[src/hdl/mrt_ram.sv]
module mrt_ram #(
    parameter int WIDTH = 8,
    parameter int DEPTH = 16
) (
    input  logic                     i_clk,
    input  logic                     i_we,
    input  logic [$clog2(DEPTH)-1:0] i_waddr,
    input  logic [WIDTH-1:0]         i_wdata,
    input  logic [$clog2(DEPTH)-1:0] i_raddr,
    output logic [WIDTH-1:0]         o_rdata
);
    logic [WIDTH-1:0] r_mem [DEPTH];

    // one write port, registered read
    always_ff @(posedge i_clk) begin
        if (i_we) r_mem[i_waddr] <= i_wdata;
        o_rdata <= r_mem[i_raddr];
    end
endmodule

[config.mk]
export PLATFORM = sky130hd
export DESIGN_NAME = mrt_ram
export DESIGN_NICKNAME = d
export VERILOG_FILES = /design/src/hdl/mrt_ram.sv
export SDC_FILE = /design/constraint.sdc
export NUM_CORES = 1
export LEC_CHECK = 0
export ABC_AREA = 1
export BUFFER_PORTS_ARGS = -buffer_cell sky130_fd_sc_hd__buf_4
export CORE_MARGIN = 2
export CORE_UTILIZATION = 30
export DETAILED_ROUTE_END_ITERATION = 10
export GPL_TIMING_DRIVEN = 0
export SLEW_MARGIN = 10
export SYNTH_ARGS = -nofsm -noshare
export SYNTH_HDL_FRONTEND = slang
export SYNTH_SLANG_ARGS = --single-unit
[constraint.sdc]
create_clock -name i_clk -period 3.2 [get_ports i_clk]
set_input_delay 0.16 -clock i_clk [delete_from_list [all_inputs] [get_ports i_clk]]
set_output_delay 0.16 -clock i_clk [all_outputs]
set_load 0.05 [all_outputs]
# Word level (Yosys, flattened, before mapping)
# Memory sizes are Yosys's and may differ from the RTL's. A register that Yosys moved wholly into a read port is not among the register bits.
# Cells that the tools add are included.
# W data, S select, Z words.
# classes
n_mux	2
# op_table
cell	count
$mux W1	2
# word_totals
regBits	0
memories	1
ram_bits	128
word_cells	3
input_bits	18
# mem_list
memory	words	width	rd	rd_ports_with_merged_regs	wr	line_no	rtl
r_mem	16	8	1	1	1	12	logic [WIDTH-1:0] r_mem [DEPTH];

# Longest topological paths before layout
# Gate-level depths: netlist (run 1).
# logic_depth
depth_word	2
mapped_depth	8
mapped_depth_nobuf	7

# Worst setup path after synthesis (run 1)
# Ideal clock, no wire load.
# synth_path
path_kind	input-to-reg
from	in i_waddr[2]
to	mem r_mem[10][0], enable pin
t_arrival_ns	0.741
path_stages	2
slack_ns	2.089
setup_ns	0.370
path_buffers	0
cell_sequence	nand3b_1 nor2_1
# synth_lines
item	line_no	rtl
start: declaration	7	input logic [$clog2(DEPTH)-1:0] i_waddr,
end: declaration	12	
# Straight into the memory's write port.

# Worst setup path in the final report (run 1)
# layout_path
from	in i_waddr[3]
to	mem r_mem[5][2], enable pin
# Straight into the memory's write port.

==> out/results.txt, run 1 <==
Most common cell after layout, fill and taps aside -> nand2_1
Layout cells sized above 1 -> 0.1256
Total track usage -> 0.1462
Setup_tns -> 0 ns
Maximum clock insertion buffer count -> 2
Synth top area cells -> edfxtp_1 67%, nand2_1 11%, nand3_1 8.4%
Vias in the first global route -> 3596
Min-delay src -> i_wdata[2]
Critical Path Stages -> 3
Final Hold Vio Count -> 0
Worst setup EP type -> register
Unique masters post-synth -> 12
R2r startpoint -> r_mem[15][0]
Drt drc -> 0
Worst reg2reg path depth -> 6
Final Skew -> 0.006371 ns
FF-to-FF End -> o_rdata[0]
Max Cap Viol -> 0
CP startpoint -> i_waddr[3]
Synthesized flop and latch total -> 136
Initial antenna violation count -> 0
Post-synthesis cell area -> 5767 µm²
Clock Sinks -> 136
Synth Net Count -> 569
Hpwl dp -> 8950 µm
Ant diodes -> 0
Die Ht -> 142.6 µm
Root Buffer -> clkbuf_16
Pre-CTS setup slack -> 1.558 ns
Post_cts resized -> 0
Max VDD drop -> 0.2879 mV
Worst Tran Pin Value -> 0.9657 ns
Slew Limit Fails -> 0
Hold Path Class -> input port to register
CP arrival -> 1.25 ns
Worst-path clk slew -> 0.05 ns
CP max FO -> 8
Period utilisation layout -> 0.3770
Port Buffer Count -> 22
Antenna-violating nets left -> 0
Max transition margin -> 0.3538
Largest net degree at the start of global routing -> 17
GP Congestion -> 0.7989
Worst EP required -> 3.24 ns
Status -> finished, final reports clean
Static Leakage -> 2.924 nW
WS Path Type -> input port to register
# setup viols final -> 0
Total length of routed wires -> 13910 µm
Detailed Routing Iterations Pass 1 -> 5
CP top delay family -> simple AND/OR/NAND/NOR gates
Total of warnings raised by yosys -> 0
Critical Path End -> r_mem[5][2]
GR Overflow Total -> 0
Inserted Clock Buffers -> 17
IO Pins -> 26
Area of the die -> 20350 µm²
Die Wd -> 142.6 µm
Min cycle time layout -> 1.206 ns
Fmax -> 828.9 MHz
Final WS setup -> 1.994 ns
H-tree depth -> 4
Commonest cells after routing, fill and taps aside -> 173 x nand2_1, 128 x edfxtp_1, 100 x inv_1, 97 x nand3_1, 26 x buf_4
Nets -> 610
CP max stage delay -> 0.74 ns
Total core area -> 18770 µm²
RSZ-0062 raised after global routing -> false
DP Cell Count -> 807
Hold_buf cts -> 0
PD cells -> 632.4 nW/µm²
Yosys top cell area share -> 0.6665
Wire per inst -> 16.58 µm
Fin cells -> 839
Cell Chain, Critical Path -> buf_4 > nand3b_1 > nor2_1
Syn Inst Count -> 551
Buf/Inv on CP -> 1
Placement Rows -> 50
First-pass GRT wire length -> 21310 µm
Worst-Skew Late Latency -> 0.41 ns
Worst setup SP type -> input port
Via Count -> 3768
Area grow syn2layout -> 18.51%
Post-CTS Repair Setup Buffers -> 0
Crit-path slowest cell -> nor2_1
Synth area leader -> edfxtp_1
Total power draw -> 4.322 mW
Layout Utilization -> 0.3641
Sequential-to-total area share from yosys stat -> 0.6943
DRT iter0 DRCs -> 372
Synthesized area per cell -> 10.47 µm²
Starting density of the core -> 0.3073
Vias per Instance -> 4.491
CTS tree -> done
FF-to-FF setup slack -> 2.16 ns
-- through the flow --
step           cell area, µm²  hold WS, ns
5_1_grt                  6834      0.07884
4_1_cts                  6834      0.06537
2_1_floorplan            5767       0.2589
6_report                 6834      0.08034
3_3_place_gp             6225       0.5008
3_5_place_dp             6225       0.5025
-- worst min path at each step --
stage,slack [ns],end,cells past startpoint
after floorplan,0.26,r_mem[0][0],0
after global routing,0.08,r_mem[4][2],1
final,0.08,r_mem[5][2],1
after CTS,0.07,r_mem[5][2],1
after detailed placement,0.50,r_mem[5][2],1
after global placement,0.50,r_mem[5][2],1
-- power breakdown --
group	switching (mW)	internal, mW
clock	0.719	1.29
combinational	0.223	0.0886
sequential	0.00991	1.99
total	0.952	3.37
-- flip-flops by register name, summed over array words and instances, names as in the netlist --
name     cells
o_rdata      8
r_mem      128
-- Yosys cell counts --
cell      count
dfxtp_1       8
inv_2         2
nor2_1       17
buf_6         6
buf_4         4
buf_1         1
nand2_1     173
nand3_1      97
nand3b_1      2
inv_1       100
edfxtp_1    128
buf_2        13
-- cells by family after synthesis --
logic type | share of synthesized area
AND/OR/NAND/NOR | 0.2105
flip-flops | 0.6943
buffers and inverters | 0.09525
-- worst reg2reg max path, cell delays in order (launching register included) --
cell and delay [ns]:
edfxtp_1 0.35, inv_1 0.07, nand2_1 0.05, nand3_1 0.12, nand3_1 0.09, nand3_1 0.16
nand2_1 0.08
-- layout make-up --
class                      instances  area [µm²]
buffer                            24       166.4
clock buffer                      17       425.4
clock inverter                    15       183.9
fill                            1836       11930
inverter                         102       382.9
multi-input combinational        289        1214
sequential                       136        4004
tap                              234       292.8
timing repair buffer              22       165.2
-- metal layers --
metal  vias to the layer above  GRT usage  part of all wire
met1                      1734     0.2005              0.47
met4                         0    0.06410             0.017
li1                       1858          -                 -
met2                       158     0.2191              0.44
met3                        18    0.03756             0.078
met5                         -          0                 0
(Power assumes the default switching activity.)
==> inputs of run 2 (changes only) <==
==> constraint.sdc (replaced) <==
create_clock -name i_clk -period 1.15 [get_ports i_clk]
set_input_delay 0.0575 -clock i_clk [delete_from_list [all_inputs] [get_ports i_clk]]
set_output_delay 0.0575 -clock i_clk [all_outputs]
set_load 0.05 [all_outputs]
==> run 2 against run 1 <==
Clock skew shrank 0.0014 ns. Via count grew 0.96%. Sequential share of layout area decreased by 0.34 points. Critical path depth stayed put.
==> out/results.txt, run 2 (synthesis gave the netlist of run 1 again) <==
Status -> finished, final reports clean
First-pass GRT wire length -> 21330 µm
Total length of routed wires -> 13950 µm
Min cycle time layout -> 1.096 ns
Total power draw -> 12.02 mW
Worst EP required -> 1.19 ns
Port Buffer Count -> 22
Hold Path Class -> input port to register
Worst reg2reg path depth -> 6
Hpwl dp -> 8950 µm
Root Buffer -> clkbuf_16
Die Ht -> 142.6 µm
Antenna-violating nets left -> 0
IO Pins -> 26
Ant diodes -> 0
Drt drc -> 0
DRT iter0 DRCs -> 396
CP arrival -> 1.13 ns
Worst Tran Pin Value -> 0.9736 ns
Top reg by flops -> r_mem
Vias in the first global route -> 3605
Slew Limit Fails -> 0
Layout cells sized above 1 -> 0.1248
Total core area -> 18770 µm²
Post_cts resized -> 0
Max VDD drop -> 0.8006 mV
Placement Rows -> 50
Largest net degree at the start of global routing -> 17
Final Skew -> 0.004922 ns
Inserted Clock Buffers -> 17
Worst-Skew Late Latency -> 0.42 ns
Number of flip-flops in the largest register -> 128
Die Wd -> 142.6 µm
Final Hold Vio Count -> 0
Worst setup EP type -> register
Detailed Routing Iterations Pass 1 -> 5
Starting density of the core -> 0.3073
PD cells -> 1749 nW/µm²
Nets -> 614
H-tree depth -> 4
Area grow syn2layout -> 19.20%
Initial antenna violation count -> 0
Via Count -> 3804
Commonest cells after routing, fill and taps aside -> 173 x nand2_1, 128 x edfxtp_1, 100 x inv_1, 97 x nand3_1, 26 x buf_4
Most common cell after layout, fill and taps aside -> nand2_1
Area of the die -> 20350 µm²
GP Congestion -> 0.7989
RSZ-0062 raised after global routing -> true
Biggest regs -> r_mem: 128 flops, o_rdata: 8 flops
WS Path Type -> input port to register
Worst setup SP type -> input port
CP max FO -> 8
Wire per inst -> 16.55 µm
# setup viols final -> 0
Hold Path Cell Cnt -> 1
Maximum clock insertion buffer count -> 2
Vias per Instance -> 4.512
Static Leakage -> 2.941 nW
Clock Sinks -> 136
Fmax -> 912.6 MHz
Fin cells -> 843
Max transition margin -> 0.3485
Period utilisation layout -> 0.9528
CTS tree -> done
Worst-path clk slew -> 0.06 ns
Total track usage -> 0.1463
Max Cap Viol -> 0
GR Overflow Total -> 0
DP Cell Count -> 807
run 2: final cells by class:
class                           count  area (µm²)
Fill cell                        1833       11890
Sequential cell                   136        4004
Multi-Input combinational cell    289        1214
Clock buffer                       17       425.4
Inverter                          102       382.9
Tap cell                          234       292.8
Timing Repair Buffer               26       205.2
Clock inverter                     15       183.9
Buffer                             24       166.4
run 2: repair_timing:
| item | in CTS | in global routing |
|---|---|---|
| buffers inserted | 0 | 0 |
| setup endpoints to repair | 0 | 19 |
| endpoints found under the hold margin | 64 | 0 |
| hold buffers | 4 | 0 |
run 2: power breakdown:
| part | internal (mW) | total (mW) | switching, mW | leakage [nW] |
|---|---|---|---|---|
| clock network | 3.59 | 5.57 | 1.99 | 0.295 |
| registers | 5.54 | 5.57 | 0.0276 | 1.22 |
| logic | 0.255 | 0.876 | 0.621 | 1.42 |
| total | 9.38 | 12.0 | 2.64 | 2.94 |
run 2: stage by stage:
stage,util,hold WS (ns),instance area (µm²),TNS [ns],setup WS (ns)
final,0.3663,0.003893,6874,0,0.05422
after floorplan,-,0.1564,5767,0,0.1417
after global routing,0.3663,0.01294,6874,-0.5678,-0.04047
after detailed placement,0.3317,0.4000,6225,-36.60,-0.3897
after global placement,0.3317,0.3983,6225,-35.37,-0.3831
after CTS,0.3663,0.007079,6874,0,0.05094
run 2: final timing paths:
| path | start | to | slack (ns) |
|---|---|---|---|
| worst max-delay path | i_waddr[3] | r_mem[4][3] | 0.05 |
| worst min-delay path | i_wdata[4] | r_mem[15][4] | 0.004 |
| worst max register to register | r_mem[15][0] | o_rdata[0] | 0.10 |
| worst min register to register | r_mem[12][5] | o_rdata[5] | 0.69 |
run 2: routing by layer:
metal  up-vias  track usage  part of all wire  wire length [µm]
met1      1755       0.2007              0.46              6402
met2       161       0.2194              0.44              6103
met3        22      0.03756             0.081              1135
met5         -            0                 0                 0
li1       1866            -                 -                 -
met4         0      0.06410             0.022               309
run 2: worst max-delay path, cell delays in order:
cell      delay (ns)
buf_4           0.12
nand3b_1        0.22
nor2_1          0.73
==> inputs of run 3 (changes only) <==
--- a/config.mk
+++ b/config.mk
@@ -7,11 +7,15 @@
 export LEC_CHECK = 0
 export ABC_AREA = 1
 export BUFFER_PORTS_ARGS = -buffer_cell sky130_fd_sc_hd__buf_4
+export CELL_PAD_IN_SITES_DETAIL_PLACEMENT = 1
+export CELL_PAD_IN_SITES_GLOBAL_PLACEMENT = 2
 export CORE_MARGIN = 2
 export CORE_UTILIZATION = 30
 export DETAILED_ROUTE_END_ITERATION = 10
 export GPL_TIMING_DRIVEN = 0
+export PLACE_DENSITY_LB_ADDON = 0.1
 export SLEW_MARGIN = 10
 export SYNTH_ARGS = -nofsm -noshare
 export SYNTH_HDL_FRONTEND = slang
 export SYNTH_SLANG_ARGS = --single-unit
+export TNS_END_PERCENT = 10
==> run 3 against run 2 <==
Maximum frequency is 21% lower. Sequential cell count unchanged. The flow now finishes with violations (setup timing). Critical path depth unchanged. Clock-buffer cell count is the same. Combinational power rose by 5.1%. Sequential power is essentially flat. Hold slack improved by 0.024 ns. Critical endpoint is now r_mem[6][7].
==> out/results.txt, run 3 (synthesis gave the netlist of run 1 again) <==
Status -> finished with violations
Failing checks -> setup timing
Vias in the first global route -> 3878
Layout cells sized above 1 -> 0.1412
Max VDD drop -> 0.9660 mV
Worst-path clk slew -> 0.06 ns
Worst Tran Pin Value -> 1.284 ns
GP Congestion -> 0.7723
Fillers -> 2103
Most common cell after layout, fill and taps aside -> nand2_1
Layout Utilization -> 0.3663
Max Cap Viol -> 0
DP Cell Count -> 807
Starting density of the core -> 0.3073
Biggest regs -> r_mem: 128 flops, o_rdata: 8 flops
Total core area -> 18770 µm²
Uppermost layer routed -> met4
Via Count -> 3794
Die Ht -> 142.6 µm
CP max stage delay -> 1.00 ns
Final instance area -> 6874 µm²
Placement Rows -> 50
Vias per Instance -> 4.501
IO Pins -> 26
Worst-Skew Late Latency -> 0.42 ns
Commonest cells after routing, fill and taps aside -> 173 x nand2_1, 128 x edfxtp_1, 100 x inv_1, 96 x nand3_1, 26 x buf_4
Wire per inst -> 20.27 µm
RSZ-0062 raised after global routing -> true
Total track usage -> 0.1799
Total power draw -> 12.01 mW
Die Wd -> 142.6 µm
Initial antenna violation count -> 0
Hpwl dp -> 11210 µm
Area of the multi-input gates -> 1234 µm²
Clock Sinks -> 136
CP max FO -> 8
DR WL met3 -> 443 µm
Total length of routed wires -> 17090 µm
Top reg by flops -> r_mem
Detailed Routing Iterations Pass 1 -> 4
WS Path Type -> input port to register
Number of flip-flops in the largest register -> 128
CTS tree -> done
Drt drc -> 0
PD cells -> 1747 nW/µm²
Nets -> 614
Setup_tns -> -4.592 ns
Area grow syn2layout -> 19.20%
Maximum clock insertion buffer count -> 2
Final Skew -> 0.006842 ns
Slew Limit Fails -> 0
Worst setup EP type -> register
GR Overflow Total -> 0
Worst setup SP type -> input port
FF-to-FF setup slack -> 0.09 ns
Root Buffer -> clkbuf_16
Fin cells -> 843
Inserted Clock Buffers -> 17
Port Buffer Count -> 22
Worst EP required -> 1.18 ns
Ant diodes -> 0
DP Area -> 6225 µm²
Max transition margin -> 0.1408
Metal1 wirelength -> 8649 µm
Crit-path slowest cell -> nor2_1
Hold Path Class -> input port to register
Antenna-violating nets left -> 0
Final Hold Vio Count -> 0
Met2 Wirelength -> 7794 µm
Final Hold Slack -> 0.02747 ns
Area of the die -> 20350 µm²
DRT iter0 DRCs -> 214
Period utilisation layout -> 1.208
H-tree depth -> 4
# setup viols final -> 32
Pre-CTS setup slack -> -0.6639 ns
Fmax -> 719.9 MHz
CP arrival -> 1.42 ns
Static Leakage -> 2.938 nW
Cell Chain, Critical Path -> buf_4 > nand3b_1 > nor2_1
Largest net degree at the start of global routing -> 17
Min cycle time layout -> 1.389 ns
Final WS setup -> -0.2392 ns
First-pass GRT wire length -> 25320 µm
Reg area -> 4004 µm²
run 3: cell count changes in the layout (fill, tap and decap cells not counted):
cell | previous run | this run
nor2_2 | 0 | 6
nor2_1 | 17 | 11
nand3_2 | 0 | 1
nand3_1 | 97 | 96
clkinv_1 | 3 | 0
clkinv_2 | 4 | 3
inv_6 | 0 | 6
inv_8 | 0 | 1
clkinvlp_4 | 2 | 1
bufinv_16 | 4 | 2
run 3: timing repair:
action                                 4_1_cts  5_1_grt
setup endpoints to repair                   48       58
gates resized for setup                      2        5
setup buffers                                0        0
endpoints found under the hold margin       42        0
hold buffers                                 4        0
run 3: path summary, 6_finish.rpt:
path                      from            to  depth (start not counted)
setup / recovery    i_waddr[3]   r_mem[6][7]                          3
hold / removal      i_wdata[6]  r_mem[15][6]                          1
setup reg to reg  r_mem[15][3]    o_rdata[3]                          6
hold reg to reg    r_mem[6][2]    o_rdata[2]                          6
run 3: per-layer routing:
metal | GRT usage | vias up
li1 | - | 1868
met1 | 0.2595 | 1860
met2 | 0.2794 | 53
met3 | 0.02817 | 13
met4 | 0.05576 | 0
met5 | 0 | -
run 3: cell type report:
cell class | count | share of cell area
buffer | 24 | 0.02421
sequential | 136 | 0.5825
clock inverter | 15 | 0.02384
inverter | 102 | 0.05570
timing repair buffer | 26 | 0.02985
clock buffer | 17 | 0.06189
multi-input combinational | 289 | 0.1795
tap | 234 | 0.04259
run 3: critical path, delay by kind of cell:
kind	cells	cell delay (ns)
buffers and inverters	1	0.12
and+or+nand+nor	2	1.23
run 3: power breakdown:
part | leakage [nW] | internal, mW | switching [mW] | total [mW]
Combinational | 1.42 | 0.256 | 0.664 | 0.921
Clock | 0.291 | 3.24 | 2.28 | 5.52
Sequential | 1.22 | 5.54 | 0.0291 | 5.57
